## config.mk

```make
export PLATFORM = sky130hd
export DESIGN_NAME = first_fit_extent_allocator_unit
export DESIGN_NICKNAME = d
export VERILOG_FILES = /design/src/ffea_pkg.sv /design/src/first_fit_extent_allocator_unit.sv /design/src/ffea_table.sv /design/src/ffea_alu.sv /design/src/ffea_seq.sv
export VERILOG_INCLUDE_DIRS = /design/src /design/src/src
export SDC_FILE = /design/constraint.sdc
export NUM_CORES = 1
export LEC_CHECK = 0
export ABC_AREA = 1
export BUFFER_PORTS_ARGS = -buffer_cell sky130_fd_sc_hd__buf_2
export CAP_MARGIN = 0
export CORE_MARGIN = 10
export CORE_UTILIZATION = 40
export DETAILED_ROUTE_END_ITERATION = 7
export SYNTH_ARGS = -nofsm -noshare
export SYNTH_HDL_FRONTEND = slang
export SYNTH_HIERARCHICAL = 1
export SYNTH_SLANG_ARGS = --single-unit
```

## constraint.sdc

```tcl
create_clock -name clk -period 6.1 [get_ports clk]
set_input_delay 0.305 -clock clk [delete_from_list [all_inputs] [get_ports clk]]
set_output_delay 0.305 -clock clk [all_outputs]
set_load 0.1 [all_outputs]
```

## src/first_fit_extent_allocator_unit_assert.svh

```systemverilog
// Assertion macros for the extent allocator.
// Used by the top level; expects clk and rst_n in scope.
`ifndef FIRST_FIT_EXTENT_ALLOCATOR_UNIT_ASSERT_SVH
`define FIRST_FIT_EXTENT_ALLOCATOR_UNIT_ASSERT_SVH

// Same-cycle implication
`define FFEA_ASSERT_IMP(lbl, ante, cons, msg) \
    lbl: assert property (@(posedge clk) disable iff (!rst_n) (ante) |-> (cons)) \
        else $error(msg);

// Next-cycle implication
`define FFEA_ASSERT_NXT(lbl, ante, cons, msg) \
    lbl: assert property (@(posedge clk) disable iff (!rst_n) (ante) |=> (cons)) \
        else $error(msg);

`endif

```

## src/ffea_pkg.sv

```systemverilog
// Shared types and constants of the extent allocator.
// No dependencies; used by every module of the block.
package ffea_pkg;

    localparam int ADDR_WIDTH      = 16;
    localparam int MAX_EXTENTS_DEF = 16;

    localparam logic [ADDR_WIDTH-1:0] ADDR_LIMIT = '1;
    localparam logic [ADDR_WIDTH-1:0] POOL_RESET = ADDR_WIDTH'(100);

    localparam logic KIND_ALLOC = 1'b0;
    localparam logic KIND_FREE  = 1'b1;

    typedef enum logic [1:0] {
        ST_OK       = 2'd0,
        ST_NO_SPACE = 2'd1,
        ST_FULL     = 2'd2
    } status_t;

    typedef struct packed {
        logic [ADDR_WIDTH-1:0] start;
        logic [ADDR_WIDTH-1:0] len;
    } entry_t;

    typedef struct packed {
        logic                  kind;
        logic [ADDR_WIDTH-1:0] block_size;
        logic [ADDR_WIDTH-1:0] block_start;
    } request_t;

    typedef struct packed {
        logic [ADDR_WIDTH-1:0] granted_start;
        status_t               status;
    } result_t;

endpackage

```

## src/first_fit_extent_allocator_unit.sv

```systemverilog
// Top level of the first-fit extent allocator: stream ports, result register.
// Depends on ffea_pkg, ffea_seq and the assertion macro header.
//
// Keeps an address-ordered table of free extents in a small memory with one read
// port and one write port, walked by a sequencer around one shared adder and
// subtractor. An allocate takes the first extent that fits, or fails if none does;
// when that extent is used up, the entries above it move down. A free that needs a
// new entry moves the entries above it up, and one that joins both neighbours closes
// the gap; a free of zero units or at the top address changes nothing. A new item is
// taken in the cycle after the previous result enters the output register, which
// holds it until taken. After reset the block sets up the table in its init state.
module first_fit_extent_allocator_unit #(
    parameter int MAX_EXTENTS = ffea_pkg::MAX_EXTENTS_DEF
) (
    input  logic        clk,
    input  logic        rst_n,
    input  logic        s_tvalid,
    output logic        s_tready,
    input  logic [31:0] s_tdata,   // block_size[15:0], block_start[31:16]
    input  logic        s_tuser,   // kind
    output logic        m_tvalid,
    input  logic        m_tready,
    output logic [15:0] m_tdata,   // granted_start[15:0]
    output logic [1:0]  m_tuser,   // status[1:0]
    input  logic        cfg_we,
    input  logic [15:0] cfg_wdata
);

`include "first_fit_extent_allocator_unit_assert.svh"

    localparam int AW = ffea_pkg::ADDR_WIDTH;
    localparam int CW = $clog2(MAX_EXTENTS + 1);

    ffea_pkg::request_t req;
    ffea_pkg::result_t  res;
    logic               seq_idle;
    logic               res_valid;
    logic               out_free;
    logic [CW-1:0]      count;

    logic          m_tvalid_reg;
    logic [AW-1:0] granted_reg;
    logic [1:0]    status_reg;

    assign req.kind        = s_tuser;
    assign req.block_size  = s_tdata[AW-1:0];
    assign req.block_start = s_tdata[2*AW-1:AW];

    assign s_tready = seq_idle;
    assign out_free = !m_tvalid_reg || m_tready;

    ffea_seq #(
        .MAX_EXTENTS (MAX_EXTENTS)
    ) u_seq (
        .clk       (clk),
        .rst_n     (rst_n),
        .start     (s_tvalid && seq_idle),
        .req       (req),
        .cfg_we    (cfg_we),
        .cfg_wdata (cfg_wdata),
        .out_free  (out_free),
        .idle      (seq_idle),
        .res_valid (res_valid),
        .res       (res),
        .count     (count)
    );

    // hold the result until the sink takes it
    always_ff @(posedge clk or negedge rst_n)
    begin
        if (!rst_n)
        begin
            m_tvalid_reg <= 1'b0;
        end
        else if (res_valid)
        begin
            m_tvalid_reg <= 1'b1;
        end
        else if (m_tready)
        begin
            m_tvalid_reg <= 1'b0;
        end
    end

    always_ff @(posedge clk)
    begin
        if (res_valid)
        begin
            granted_reg <= res.granted_start;
            status_reg  <= res.status;
        end
    end

    assign m_tvalid = m_tvalid_reg;
    assign m_tdata  = granted_reg;
    assign m_tuser  = status_reg;

    `FFEA_ASSERT_IMP(a_count_range, 1'b1, count <= CW'(MAX_EXTENTS), "extent count over table depth")
    `FFEA_ASSERT_NXT(a_busy_after_accept, s_tvalid && s_tready, !s_tready, "item taken while busy")
    `FFEA_ASSERT_IMP(a_result_slot_free, res_valid, !m_tvalid_reg || m_tready, "result overwrites pending item")
    `FFEA_ASSERT_NXT(a_cfg_single_extent, cfg_we && cfg_wdata != '0, count == CW'(1), "pool write did not reset table")

endmodule

```

## src/ffea_table.sv

```systemverilog
// Free extent table: one write port, one registered read port.
// Depends on ffea_pkg for the entry type.
module ffea_table #(
    parameter int DEPTH = ffea_pkg::MAX_EXTENTS_DEF,
    parameter int IW    = $clog2(DEPTH)
) (
    input  logic                 clk,
    input  logic                 we,
    input  logic [IW-1:0]        waddr,
    input  ffea_pkg::entry_t     wdata,
    input  logic [IW-1:0]        raddr,
    output ffea_pkg::entry_t     rdata
);

    ffea_pkg::entry_t mem [DEPTH];

    always_ff @(posedge clk)
    begin
        if (we)
        begin
            mem[waddr] <= wdata;
        end
        rdata <= mem[raddr];
    end

endmodule

```

## src/ffea_alu.sv

```systemverilog
// Adder and subtractor shared by the steps of the sequencer.
// Depends on ffea_pkg for the address width.
module ffea_alu (
    input  logic [ffea_pkg::ADDR_WIDTH-1:0] add_a,
    input  logic [ffea_pkg::ADDR_WIDTH-1:0] add_b,
    input  logic [ffea_pkg::ADDR_WIDTH-1:0] sub_a,
    input  logic [ffea_pkg::ADDR_WIDTH-1:0] sub_b,
    output logic [ffea_pkg::ADDR_WIDTH:0]   sum,
    output logic [ffea_pkg::ADDR_WIDTH-1:0] diff,
    output logic                            borrow
);

    logic [ffea_pkg::ADDR_WIDTH:0] sub_full;

    assign sum      = {1'b0, add_a} + {1'b0, add_b};
    assign sub_full = {1'b0, sub_a} - {1'b0, sub_b};
    assign diff     = sub_full[ffea_pkg::ADDR_WIDTH-1:0];
    // borrow set means sub_a < sub_b
    assign borrow   = sub_full[ffea_pkg::ADDR_WIDTH];

endmodule

```

## src/ffea_seq.sv

```systemverilog
// Request sequencer: walks the extent table, merges, inserts and shifts entries.
// Depends on ffea_pkg, ffea_table and ffea_alu.
module ffea_seq #(
    parameter int MAX_EXTENTS = ffea_pkg::MAX_EXTENTS_DEF,
    parameter int IW          = $clog2(MAX_EXTENTS),
    parameter int CW          = $clog2(MAX_EXTENTS + 1)
) (
    input  logic                            clk,
    input  logic                            rst_n,
    input  logic                            start,
    input  ffea_pkg::request_t              req,
    input  logic                            cfg_we,
    input  logic [ffea_pkg::ADDR_WIDTH-1:0] cfg_wdata,
    input  logic                            out_free,
    output logic                            idle,
    output logic                            res_valid,
    output ffea_pkg::result_t               res,
    output logic [CW-1:0]                   count
);

    localparam int AW = ffea_pkg::ADDR_WIDTH;

    typedef enum logic [10:0] {
        S_INIT   = 11'b000_0000_0001,
        S_IDLE   = 11'b000_0000_0010,
        S_PREP1  = 11'b000_0000_0100,
        S_PREP2  = 11'b000_0000_1000,
        S_SCAN   = 11'b000_0001_0000,
        S_DECIDE = 11'b000_0010_0000,
        S_MERGE1 = 11'b000_0100_0000,
        S_MERGE2 = 11'b000_1000_0000,
        S_SHUP   = 11'b001_0000_0000,
        S_SHDN   = 11'b010_0000_0000,
        S_DONE   = 11'b100_0000_0000
    } state_t;

    state_t state_reg, state_next;
    logic [CW-1:0] cnt_reg, cnt_next;
    logic [CW-1:0] idx_reg, idx_next;
    logic [CW-1:0] j_reg, j_next;
    logic          kind_reg, kind_next;
    logic [AW-1:0] size_reg, size_next;
    logic [AW-1:0] base_reg, base_next;
    logic [AW-1:0] end_reg, end_next;
    logic [AW-1:0] prev_start_reg, prev_start_next;
    logic [AW-1:0] prev_len_reg, prev_len_next;
    logic          has_prev_reg, has_prev_next;
    logic [AW-1:0] cur_start_reg, cur_start_next;
    logic [AW-1:0] cur_len_reg, cur_len_next;
    logic          has_next_reg, has_next_next;
    logic          join_low_reg, join_low_next;
    logic          join_high_reg, join_high_next;
    logic [AW-1:0] acc_reg, acc_next;
    logic [AW-1:0] granted_reg, granted_next;
    ffea_pkg::status_t status_reg, status_next;

    logic             mem_we;
    logic [IW-1:0]    mem_waddr;
    ffea_pkg::entry_t mem_wdata;
    logic [IW-1:0]    mem_raddr;
    ffea_pkg::entry_t mem_rdata;

    logic [AW-1:0] add_a, add_b, sub_a, sub_b;
    logic [AW:0]   alu_sum;
    logic [AW-1:0] alu_diff;
    logic          alu_borrow;

    logic [CW-1:0] idx_inc, idx_dec, j_inc, j_inc2, j_dec, j_dec2, cnt_dec;

    ffea_table #(
        .DEPTH (MAX_EXTENTS),
        .IW    (IW)
    ) u_table (
        .clk   (clk),
        .we    (mem_we),
        .waddr (mem_waddr),
        .wdata (mem_wdata),
        .raddr (mem_raddr),
        .rdata (mem_rdata)
    );

    ffea_alu u_alu (
        .add_a  (add_a),
        .add_b  (add_b),
        .sub_a  (sub_a),
        .sub_b  (sub_b),
        .sum    (alu_sum),
        .diff   (alu_diff),
        .borrow (alu_borrow)
    );

    assign idx_inc = idx_reg + 1'b1;
    assign idx_dec = idx_reg - 1'b1;
    assign j_inc   = j_reg + 1'b1;
    assign j_inc2  = j_reg + CW'(2);
    assign j_dec   = j_reg - 1'b1;
    assign j_dec2  = j_reg - CW'(2);
    assign cnt_dec = cnt_reg - 1'b1;

    assign idle            = (state_reg == S_IDLE);
    assign count           = cnt_reg;
    assign res.granted_start = granted_reg;
    assign res.status      = status_reg;

    always_comb
    begin
        state_next      = state_reg;
        cnt_next        = cnt_reg;
        idx_next        = idx_reg;
        j_next          = j_reg;
        kind_next       = kind_reg;
        size_next       = size_reg;
        base_next       = base_reg;
        end_next        = end_reg;
        prev_start_next = prev_start_reg;
        prev_len_next   = prev_len_reg;
        has_prev_next   = has_prev_reg;
        cur_start_next  = cur_start_reg;
        cur_len_next    = cur_len_reg;
        has_next_next   = has_next_reg;
        join_low_next   = join_low_reg;
        join_high_next  = join_high_reg;
        acc_next        = acc_reg;
        granted_next    = granted_reg;
        status_next     = status_reg;
        mem_we          = 1'b0;
        mem_waddr       = '0;
        mem_wdata       = '0;
        mem_raddr       = '0;
        add_a           = '0;
        add_b           = '0;
        sub_a           = '0;
        sub_b           = '0;
        res_valid       = 1'b0;

        case (state_reg)
            S_INIT:
            begin
                mem_we          = 1'b1;
                mem_wdata.start = '0;
                mem_wdata.len   = ffea_pkg::POOL_RESET;
                cnt_next        = CW'(1);
                state_next      = S_IDLE;
            end

            S_IDLE:
            begin
                if (start)
                begin
                    kind_next     = req.kind;
                    size_next     = req.block_size;
                    base_next     = req.block_start;
                    idx_next      = '0;
                    has_prev_next = 1'b0;
                    granted_next  = '0;
                    status_next   = ffea_pkg::ST_OK;
                    if (req.kind == ffea_pkg::KIND_ALLOC)
                    begin
                        state_next = S_SCAN;
                    end
                    else if (req.block_size == '0 || req.block_start == ffea_pkg::ADDR_LIMIT)
                    begin
                        state_next = S_DONE;
                    end
                    else
                    begin
                        state_next = S_PREP1;
                    end
                end
            end

            S_PREP1:
            begin
                // clip the freed run at the top of the address space
                add_a      = base_reg;
                add_b      = size_reg;
                end_next   = alu_sum[AW] ? ffea_pkg::ADDR_LIMIT : alu_sum[AW-1:0];
                state_next = S_PREP2;
            end

            S_PREP2:
            begin
                sub_a      = end_reg;
                sub_b      = base_reg;
                size_next  = alu_diff;
                state_next = S_SCAN;
            end

            S_SCAN:
            begin
                mem_raddr = idx_inc[IW-1:0];
                if (kind_reg == ffea_pkg::KIND_ALLOC)
                begin
                    add_a = mem_rdata.start;
                    add_b = size_reg;
                    sub_a = mem_rdata.len;
                    sub_b = size_reg;
                    if (idx_reg >= cnt_reg)
                    begin
                        status_next = ffea_pkg::ST_NO_SPACE;
                        state_next  = S_DONE;
                    end
                    else if (!alu_borrow)
                    begin
                        granted_next = mem_rdata.start;
                        if (alu_diff == '0)
                        begin
                            // extent used up: close the gap
                            j_next     = idx_reg;
                            state_next = S_SHDN;
                        end
                        else
                        begin
                            mem_we          = 1'b1;
                            mem_waddr       = idx_reg[IW-1:0];
                            mem_wdata.start = alu_sum[AW-1:0];
                            mem_wdata.len   = alu_diff;
                            state_next      = S_DONE;
                        end
                    end
                    else
                    begin
                        idx_next = idx_inc;
                    end
                end
                else
                begin
                    sub_a = mem_rdata.start;
                    sub_b = base_reg;
                    if (idx_reg < cnt_reg && alu_borrow)
                    begin
                        prev_start_next = mem_rdata.start;
                        prev_len_next   = mem_rdata.len;
                        has_prev_next   = 1'b1;
                        idx_next        = idx_inc;
                    end
                    else
                    begin
                        cur_start_next = mem_rdata.start;
                        cur_len_next   = mem_rdata.len;
                        has_next_next  = (idx_reg < cnt_reg);
                        state_next     = S_DECIDE;
                    end
                end
            end

            S_DECIDE:
            begin
                add_a          = prev_start_reg;
                add_b          = prev_len_reg;
                join_low_next  = has_prev_reg && (alu_sum == {1'b0, base_reg});
                join_high_next = has_next_reg && (cur_start_reg == end_reg);
                state_next     = S_MERGE1;
            end

            S_MERGE1:
            begin
                if (join_low_reg && join_high_reg)
                begin
                    add_a      = prev_len_reg;
                    add_b      = size_reg;
                    acc_next   = alu_sum[AW-1:0];
                    state_next = S_MERGE2;
                end
                else if (join_low_reg)
                begin
                    add_a           = prev_len_reg;
                    add_b           = size_reg;
                    mem_we          = 1'b1;
                    mem_waddr       = idx_dec[IW-1:0];
                    mem_wdata.start = prev_start_reg;
                    mem_wdata.len   = alu_sum[AW-1:0];
                    state_next      = S_DONE;
                end
                else if (join_high_reg)
                begin
                    add_a           = cur_len_reg;
                    add_b           = size_reg;
                    mem_we          = 1'b1;
                    mem_waddr       = idx_reg[IW-1:0];
                    mem_wdata.start = base_reg;
                    mem_wdata.len   = alu_sum[AW-1:0];
                    state_next      = S_DONE;
                end
                else if (cnt_reg == CW'(MAX_EXTENTS))
                begin
                    status_next = ffea_pkg::ST_FULL;
                    state_next  = S_DONE;
                end
                else
                begin
                    mem_raddr  = cnt_dec[IW-1:0];
                    j_next     = cnt_reg;
                    state_next = S_SHUP;
                end
            end

            S_MERGE2:
            begin
                add_a           = acc_reg;
                add_b           = cur_len_reg;
                mem_we          = 1'b1;
                mem_waddr       = idx_dec[IW-1:0];
                mem_wdata.start = prev_start_reg;
                mem_wdata.len   = alu_sum[AW-1:0];
                mem_raddr       = idx_inc[IW-1:0];
                j_next          = idx_reg;
                state_next      = S_SHDN;
            end

            S_SHUP:
            begin
                // rdata holds entry j-1; move it up to j
                mem_raddr = j_dec2[IW-1:0];
                mem_we    = 1'b1;
                mem_waddr = j_reg[IW-1:0];
                if (j_reg > idx_reg)
                begin
                    mem_wdata = mem_rdata;
                    j_next    = j_dec;
                end
                else
                begin
                    mem_wdata.start = base_reg;
                    mem_wdata.len   = size_reg;
                    cnt_next        = cnt_reg + 1'b1;
                    state_next      = S_DONE;
                end
            end

            S_SHDN:
            begin
                // rdata holds entry j+1; move it down to j
                mem_raddr = j_inc2[IW-1:0];
                if (j_inc < cnt_reg)
                begin
                    mem_we    = 1'b1;
                    mem_waddr = j_reg[IW-1:0];
                    mem_wdata = mem_rdata;
                    j_next    = j_inc;
                end
                else
                begin
                    cnt_next   = cnt_dec;
                    state_next = S_DONE;
                end
            end

            S_DONE:
            begin
                if (out_free)
                begin
                    res_valid  = 1'b1;
                    state_next = S_IDLE;
                end
            end

            default:
            begin
                state_next = S_IDLE;
            end
        endcase

        // pool write reinitializes the table; the user must write it only while idle, the block does not enforce this
        if (cfg_we)
        begin
            mem_we          = 1'b1;
            mem_waddr       = '0;
            mem_wdata.start = '0;
            mem_wdata.len   = cfg_wdata;
            cnt_next        = (cfg_wdata != '0) ? CW'(1) : '0;
            if (state_reg == S_INIT)
            begin
                state_next = S_IDLE;
            end
        end
    end

    always_ff @(posedge clk or negedge rst_n)
    begin
        if (!rst_n)
        begin
            state_reg <= S_INIT;
            cnt_reg   <= '0;
        end
        else
        begin
            state_reg <= state_next;
            cnt_reg   <= cnt_next;
        end
    end

    always_ff @(posedge clk)
    begin
        idx_reg        <= idx_next;
        j_reg          <= j_next;
        kind_reg       <= kind_next;
        size_reg       <= size_next;
        base_reg       <= base_next;
        end_reg        <= end_next;
        prev_start_reg <= prev_start_next;
        prev_len_reg   <= prev_len_next;
        has_prev_reg   <= has_prev_next;
        cur_start_reg  <= cur_start_next;
        cur_len_reg    <= cur_len_next;
        has_next_reg   <= has_next_next;
        join_low_reg   <= join_low_next;
        join_high_reg  <= join_high_next;
        acc_reg        <= acc_next;
        granted_reg    <= granted_next;
        status_reg     <= status_next;
    end

endmodule

```

* After elaboration in Yosys (flattened, before gate mapping)
Memory sizes are Yosys's and may differ from the RTL's. A register that Yosys moved wholly into a read port is not among the register bits. Index checks and enable logic that the tools add are counted.
Word-level totals: bits in writable memories 512, input port bits 54, logic and storage cells 218, bits in registers 196, memories 1, output and inout bits 20
Memories:
- u_seq.u_table.mem | depth 16, bits a word 32, rd ports 1, clocked after Yosys merged registers in 1, write ports 1, RTL line ffea_table.sv:15 | ffea_pkg::entry_t mem [DEPTH];
Operators by class: equality and inequality tests 35, bitwise operators 1, order comparisons 4, multiplexer cells 115, reductions and logical operators 30, $add $sub $neg 10
Operators with widths (number):
- 2-to-1 mux 32 bit | 10
- 2-to-1 mux 16 bit | 15
- one-hot mux 32 bit (6 select lines) | 1
- 2-to-1 mux 11 bit | 17
- one-hot mux 16 bit (5 select lines) | 2
- one-hot mux 16 bit (2 select lines) | 4
- one-hot mux 11 bit (10 select lines) | 1
- 2-to-1 mux 5 bit | 18
- 2-to-1 mux 4 bit | 13
- logical NOT 16 bit | 2
- one-hot mux 5 bit (5 select lines) | 1
- one-hot mux 4 bit (5 select lines) | 1
- 2-to-1 mux 1 bit | 19
- adder 16 x 16 -> 17 bit | 1
- equality test 17 x 16 -> 1 bit | 1
- subtractor 16 x 16 -> 17 bit | 1
- equality test 16 bit | 1
- equality test 16 bit (second input constant) | 1
- inequality test 2 x 1 -> 1 bit (second input constant) | 8
- one-hot mux 4 bit (4 select lines) | 1
- nonzero test 16 bit | 1
- adder 5 x 1 -> 5 bit (second input constant) | 3
- one-hot mux 5 bit (3 select lines) | 1
- 2-to-1 mux 2 bit | 7
- other kinds (42) | 65

* Depth between registers and ports, before layout
depth in word-level cells 12, gate-level depth with buffers 35, depth with buffers taken out 35

* By module
The synthesis kept the hierarchy.
By module, submodules not included:
- ffea_table | area an instance 22739.3 µm², times used 1, cells each 2122, sequential area each 16015.4 µm²
- ffea_seq | area an instance 11767.5 µm², times used 1, cells each 1519, sequential area each 5236.3 µm²
- ffea_alu | area an instance 1993.2 µm², times used 1, cells each 394, sequential area each 0.0 µm²
- first_fit_extent_allocator_unit | area an instance 593.1 µm², times used 1, cells each 25, sequential area each 565.5 µm²

* Least setup slack after synthesis
OpenSTA, ideal clock, no wires.
kind register -> register, start point reg u_seq.state_reg[9], end point mem u_seq/u_table/mem[4][0] (netlist bit) (enable), period minus slack after synthesis 5512 ps, setup slack 588 ps, setup time 421 ps, cell stages (with the launch flop) 31, path buffers 2, required time 5679 ps, data arrival time 5091 ps, cells stage by stage dfrtp_1 inv_1 nand3_2 nor2_1 nand4_1 buf_2 buf_2 o221ai_1 inv_1 ha_1 fa_1 inv_1 nand3_1 nand3_1 nand2_1 nand3_1 xor2_1 nor2_1 nand2_1 nor2_1 nand2_1 nand2_1 nor2_4 nand2_4 nor2_1 nor2_1 nor2_1 inv_1 nor2_1 nand2_1 nor2_1
On the way: elaborated cells on any way between the ends 26, classes of those cells add/sub: 1; eq/ne: 7; mux: 16; reduce/logical: 2
RTL lines:
- start, declared | RTL line ffea_seq.sv:37 | state_t state_reg, state_next;
- start signal, assigned | RTL line ffea_seq.sv:388 | state_reg <= state_next;
- equality test 11 x 5 -> 1 bit / equality test 11 x 4 -> 1 bit (equally long branches) | RTL line ffea_seq.sv:136 | case (state_reg)
- one-hot mux 16 bit (2 select lines) (*) | RTL line ffea_seq.sv:136
- named net u_seq.sub_a[0] | RTL line ffea_seq.sv:63 | logic [AW-1:0] add_a, add_b, sub_a, sub_b;
- subtractor 16 x 16 -> 17 bit (*) | RTL line ffea_alu.sv:16 | assign sub_full = {1'b0, sub_a} - {1'b0, sub_b};
- named net u_seq.alu_diff[8] | RTL line ffea_seq.sv:65 | logic [AW-1:0] alu_diff;
- logical NOT 16 bit (*) | RTL line ffea_seq.sv:206 | if (alu_diff == '0)
- 2-to-1 mux 4 bit (*) | RTL line ffea_seq.sv:206
- 2-to-1 mux 4 bit (*) | RTL line ffea_seq.sv:203 | else if (!alu_borrow)
- 2-to-1 mux 4 bit (*) | RTL line ffea_seq.sv:198 | if (idx_reg >= cnt_reg)
- 2-to-1 mux 4 bit (*) | RTL line ffea_seq.sv:192 | if (kind_reg == ffea_pkg::KIND_ALLOC)
- one-hot mux 4 bit (5 select lines) (*) | RTL line ffea_seq.sv:136
- 2-to-1 mux 4 bit (*) | RTL line ffea_seq.sv:365 | if (cfg_we)
- named net u_seq.mem_waddr[2] | RTL line ffea_seq.sv:58 | logic [IW-1:0] mem_waddr;
- end, declared | RTL line ffea_table.sv:15
The timed path passes the listed nets; every way through them passes the cells marked *.

* Final worst setup path
start point reg u_seq.state_reg[9], end point mem u_seq/u_table/mem[15][7] (netlist bit) (enable)
On the way: elaborated cells on any way between the ends 26, classes of those cells add/sub: 1; eq/ne: 7; mux: 16; reduce/logical: 2
RTL lines (RTL line):
- equality test 11 x 5 -> 1 bit / equality test 11 x 4 -> 1 bit (equally long branches) | ffea_seq.sv:136
- one-hot mux 16 bit (2 select lines) (*) | ffea_seq.sv:136
- named net u_seq.sub_b[1] | ffea_seq.sv:63
- subtractor 16 x 16 -> 17 bit (*) | ffea_alu.sv:16
- named net u_seq.alu_diff[13] | ffea_seq.sv:65
- logical NOT 16 bit (*) | ffea_seq.sv:206
- 2-to-1 mux 4 bit (*) | ffea_seq.sv:206
- 2-to-1 mux 4 bit (*) | ffea_seq.sv:203
- 2-to-1 mux 4 bit (*) | ffea_seq.sv:198
- 2-to-1 mux 4 bit (*) | ffea_seq.sv:192
- one-hot mux 4 bit (5 select lines) (*) | ffea_seq.sv:136
- 2-to-1 mux 4 bit (*) | ffea_seq.sv:365
- named net u_seq.mem_waddr[3] | ffea_seq.sv:58
Marks and branches as above.

==> out/qor.csv <==
stage;metric;value;unit
run_status;status;complete, no violations;
layout;reg.largest.list;u_seq/u_table/mem (512), u_seq/u_table/rdata (32);
sta;final.setup.tns;0;ns
place;gp_congestion;1.018;
clock_tree;cts_tree;yes;
layout;fill_cells;8723;
logic_synthesis;synth_compound_area_frac;0.04432;
layout;layout.nets;4308;
logic_synthesis;yosys.area_share.simple;0.2346;
logic_synthesis;synth_top_area_cell;edfxtp_1;
layout;layout_common_cells;1221 x nand2_1, 721 x inv_1, 691 x edfxtp_1;
logic_synthesis;ys_async_sr_fraction;0.02297;
logic_synthesis;synthXorXnorAreaFrac;0.009917;
setup_path;startpoint;u_seq/state_reg[9];
setup_path;worstSetupPathType;flop to flop;
grt;antenna_found_initial;1;
sta;clock.fmax;0.1771;GHz
floorplan;rows;111;
layout;layout_commonest_cell;nand2_1;
detailed_routing;dr.pass1.iters;7;
worst_hold_path;hold_path_class;primary input to flop;
floorplan;initial_core_util;0.4041;
logic_synthesis;synth-edff-count;691;
clock_tree;ctsLongestPathBuffers;3;
layout;regMostFlops;u_seq/u_table/mem;
clock_tree;clkTransAtPathRegs;0.07;ns
setup_path;slowest_stage;dfrtp_1;
clock_tree;htreeDepth;3;
logic_synthesis;synthMuxAreaShare;0.001214;
floorplan;core;91800;µm²
logic_synthesis;synthCells;4060;
logic_synthesis;ys_ff_latch;740;
setup_path;cp-start-kind;flop;
floorplan;die_y;324.5;µm
logic_synthesis;synth_area;37090;µm²
clock_tree;numCtsBuffers;81;
logic_synthesis;synthAdderAreaFrac;0.01983;
place;port_buffers;73;
pwr;power_density;265.7;nW/µm²
layout;drive_gt1_frac;0.09426;
logic_synthesis;synthFlopType;edfxtp_1;
detailed_routing;wire_per_inst;21.91;µm
sta;worst_slack;0.4535;ns
grt;grt_start_max_net_pins;137;
floorplan;pin_count;74;
setup_path;crit_path_end_kind;flop;
setup_path;slowest_delay;0.43;ns
pwr;p_leak;18.37;nW
setup_path;crit_top_cell;nand2_1;
setup_path;cp_max_fo;21;
run;drv_cap;0;
detailed_routing;finalWirelength;120.8;mm
sta;setup_viol;0;
clock_tree;cts.sinks;740;
sta;hold_viol_final;0;
sta;clock_skew;0.03889;ns
pwr;ir_drop;0.0002733;V
grt;grt_pass1_wl;177.7;mm
setup_path;arrival;5.96;ns
grt;overflow;0;
logic_synthesis;synth.avg_cell_area;9.136;µm²
setup_path;critPathBufInv;7;
layout;syn2layout_area_growth;14.06;%
clock_tree;cts_root_buf;clkbuf_16;
worst_hold_path;hold_start;s_tdata[0];
logic_synthesis;synth_top_area_frac;0.5594;
sta;drv_slew;0;
logic_synthesis;synth_cell_type_count;58;
sta;tightestPinTransition;1.080;ns
detailed_routing;vias;29000;
sta;period_share;0.9257;
detailed_routing;antenna_left;0;
layout;largest_reg_flops;512;
logic_synthesis;syn_nets;4171;
setup_path;critPathRequiredTime;6.41;ns
logic_synthesis;yosysWarningCount;6;
clock_tree;clock_latency;0.66;ns
logic_synthesis;synth_seq_area_share;0.5882;
detailed_routing;post-route-drc-count;0;
detailed_routing;first_iter_violations;3646;
setup_path;rr_startpoint;u_seq/state_reg[9];
sta;fin_crit;5.646;ns
detailed_routing;avgViaCountPerCell;5.263;
place;pre_cts_ws;0.4399;ns
place;place_hpwl;83.14;mm
sta;rsz0062_at_grt;false;
grt;first_global_vias;27180;
grt;grt_use_total;0.2208;
setup_path;critPathTopFamily;simple AND/OR/NAND/NOR gates;
logic_synthesis;synth_area_leaders;edfxtp_1 56%, nand2_1 12%, inv_1 7.3%, nand3_1 7.0%, nor2_1 1.9%;
floorplan;dieArea;105300;µm²
floorplan;die_width;324.5;µm
sta;relSlewSlack;0.2790;
logic_synthesis;synth_top_family_by_area;simple AND/OR/NAND/NOR gates;
[area by class of cell]
type                    instances  area, µm²  share of cell area
clock buffers                 105       2198             0.05196
clock inverters                46      515.5             0.01218
repair buffers                229       1763             0.04167
flip-flops and latches        740      21820              0.5157
diodes                          3      7.507           0.0001774
well taps                    1243       1555             0.03676
multi-input cells            2413      11690              0.2763
inverters                     732       2759             0.06521
[kinds of logic after synthesis]
family,after synthesis
other,1
muxes,4
adders and majority gates,57
buffers and inverters,907
DFF,740
and+or+nand+nor,2048
AOI/OAI and AO/OA,261
xor gates and xnor gates,42
[path summary, 6_finish.rpt]
check                                           end  slack [ns]  cells past startpoint
max                        u_seq/u_table/mem[15][7]        0.45                     34
min                               u_seq/size_reg[0]        0.06                      3
max reg2reg                u_seq/u_table/mem[15][7]        0.45                     34
min reg2reg                              m_tdata[7]        0.42                      0
max in group asynchronous        u_seq/state_reg[0]        5.62                      2
min in group asynchronous        u_seq/state_reg[4]        0.14                      2
[worst reg2reg max path: cells and delay by family (launching register included)]
| kind | cells | cell delay (ns) |
|---|---|---|
| flops | 1 | 0.43 |
| fa+ha+maj | 1 | 0.28 |
| buf+inv | 7 | 1.17 |
| simple gates | 25 | 3.02 |
| compound gates | 1 | 0.40 |
[where the power goes]
group	total, mW	internal [mW]	leakage, nW	switching [mW]
Sequential	5.66	5.60	7.48	0.0625
Combinational	0.592	0.164	9.57	0.428
Clock	4.99	2.88	1.32	2.11
[through the flow]
step / area [µm²] / power [mW] / util / instances / hold slack [ns]
after floorplan: 37090 / 6.031 / - / 4060 / 0.009409
after global placement: 39220 / 6.323 / 0.4273 / 5323 / 0.2715
after detailed placement: 39220 / 6.323 / 0.4273 / 5323 / 0.2745
after CTS: 42280 / 11.31 / 0.4605 / 5508 / 0.03214
after global routing: 42300 / 11.56 / 0.4608 / 5508 / 0.03957
final: 42310 / 11.24 / 0.4609 / 5511 / 0.06199
[timing repair]
item,CTS,global route
buffers inserted,0,0
hold buffers,34,0
endpoints found under the hold margin,51,0
resized for setup,0,7
endpoints found under the setup margin,0,402
[metal layers]
| metal | track usage | vias up | part of all wire |
|---|---|---|---|
| met4 | 0.09675 | 0 | 0.046 |
| met1 | 0.2990 | 13730 | 0.41 |
| li1 | - | 13530 | - |
| met3 | 0.04426 | 282 | 0.094 |
| met5 | 0 | - | 0 |
| met2 | 0.3405 | 1467 | 0.45 |
[Yosys cell counts, types with 3 or more instances]
library cell and n:
dfrtp_1 16, nand3b_1 3, o21bai_1 4, mux2_2 4
xor2_1 32, xnor2_1 10, nor4_1 8, o221ai_1 16
o21ai_2 3, a221oi_1 8, nor2_4 3, nor2_1 191
inv_2 7, nor3b_1 3, o22ai_1 44, a21oi_1 28
nand4_1 41, o21ai_0 101, buf_6 31, clkbuf_1 52
nor3_2 4, o211ai_1 17, nand2_1 1224, o2111ai_1 15
dfxtp_1 32, nand2_2 11, inv_1 723, ha_1 54
or2_2 8, a32oi_1 14, buf_2 74, o21ai_1 4
nand2_4 3, nand3_1 520, nor3_1 12, edfxtp_1 691
nor2_2 6, fa_1 3, buf_1 10, buf_4 7
No activity file was read; power rests on OpenSTA's default activity.
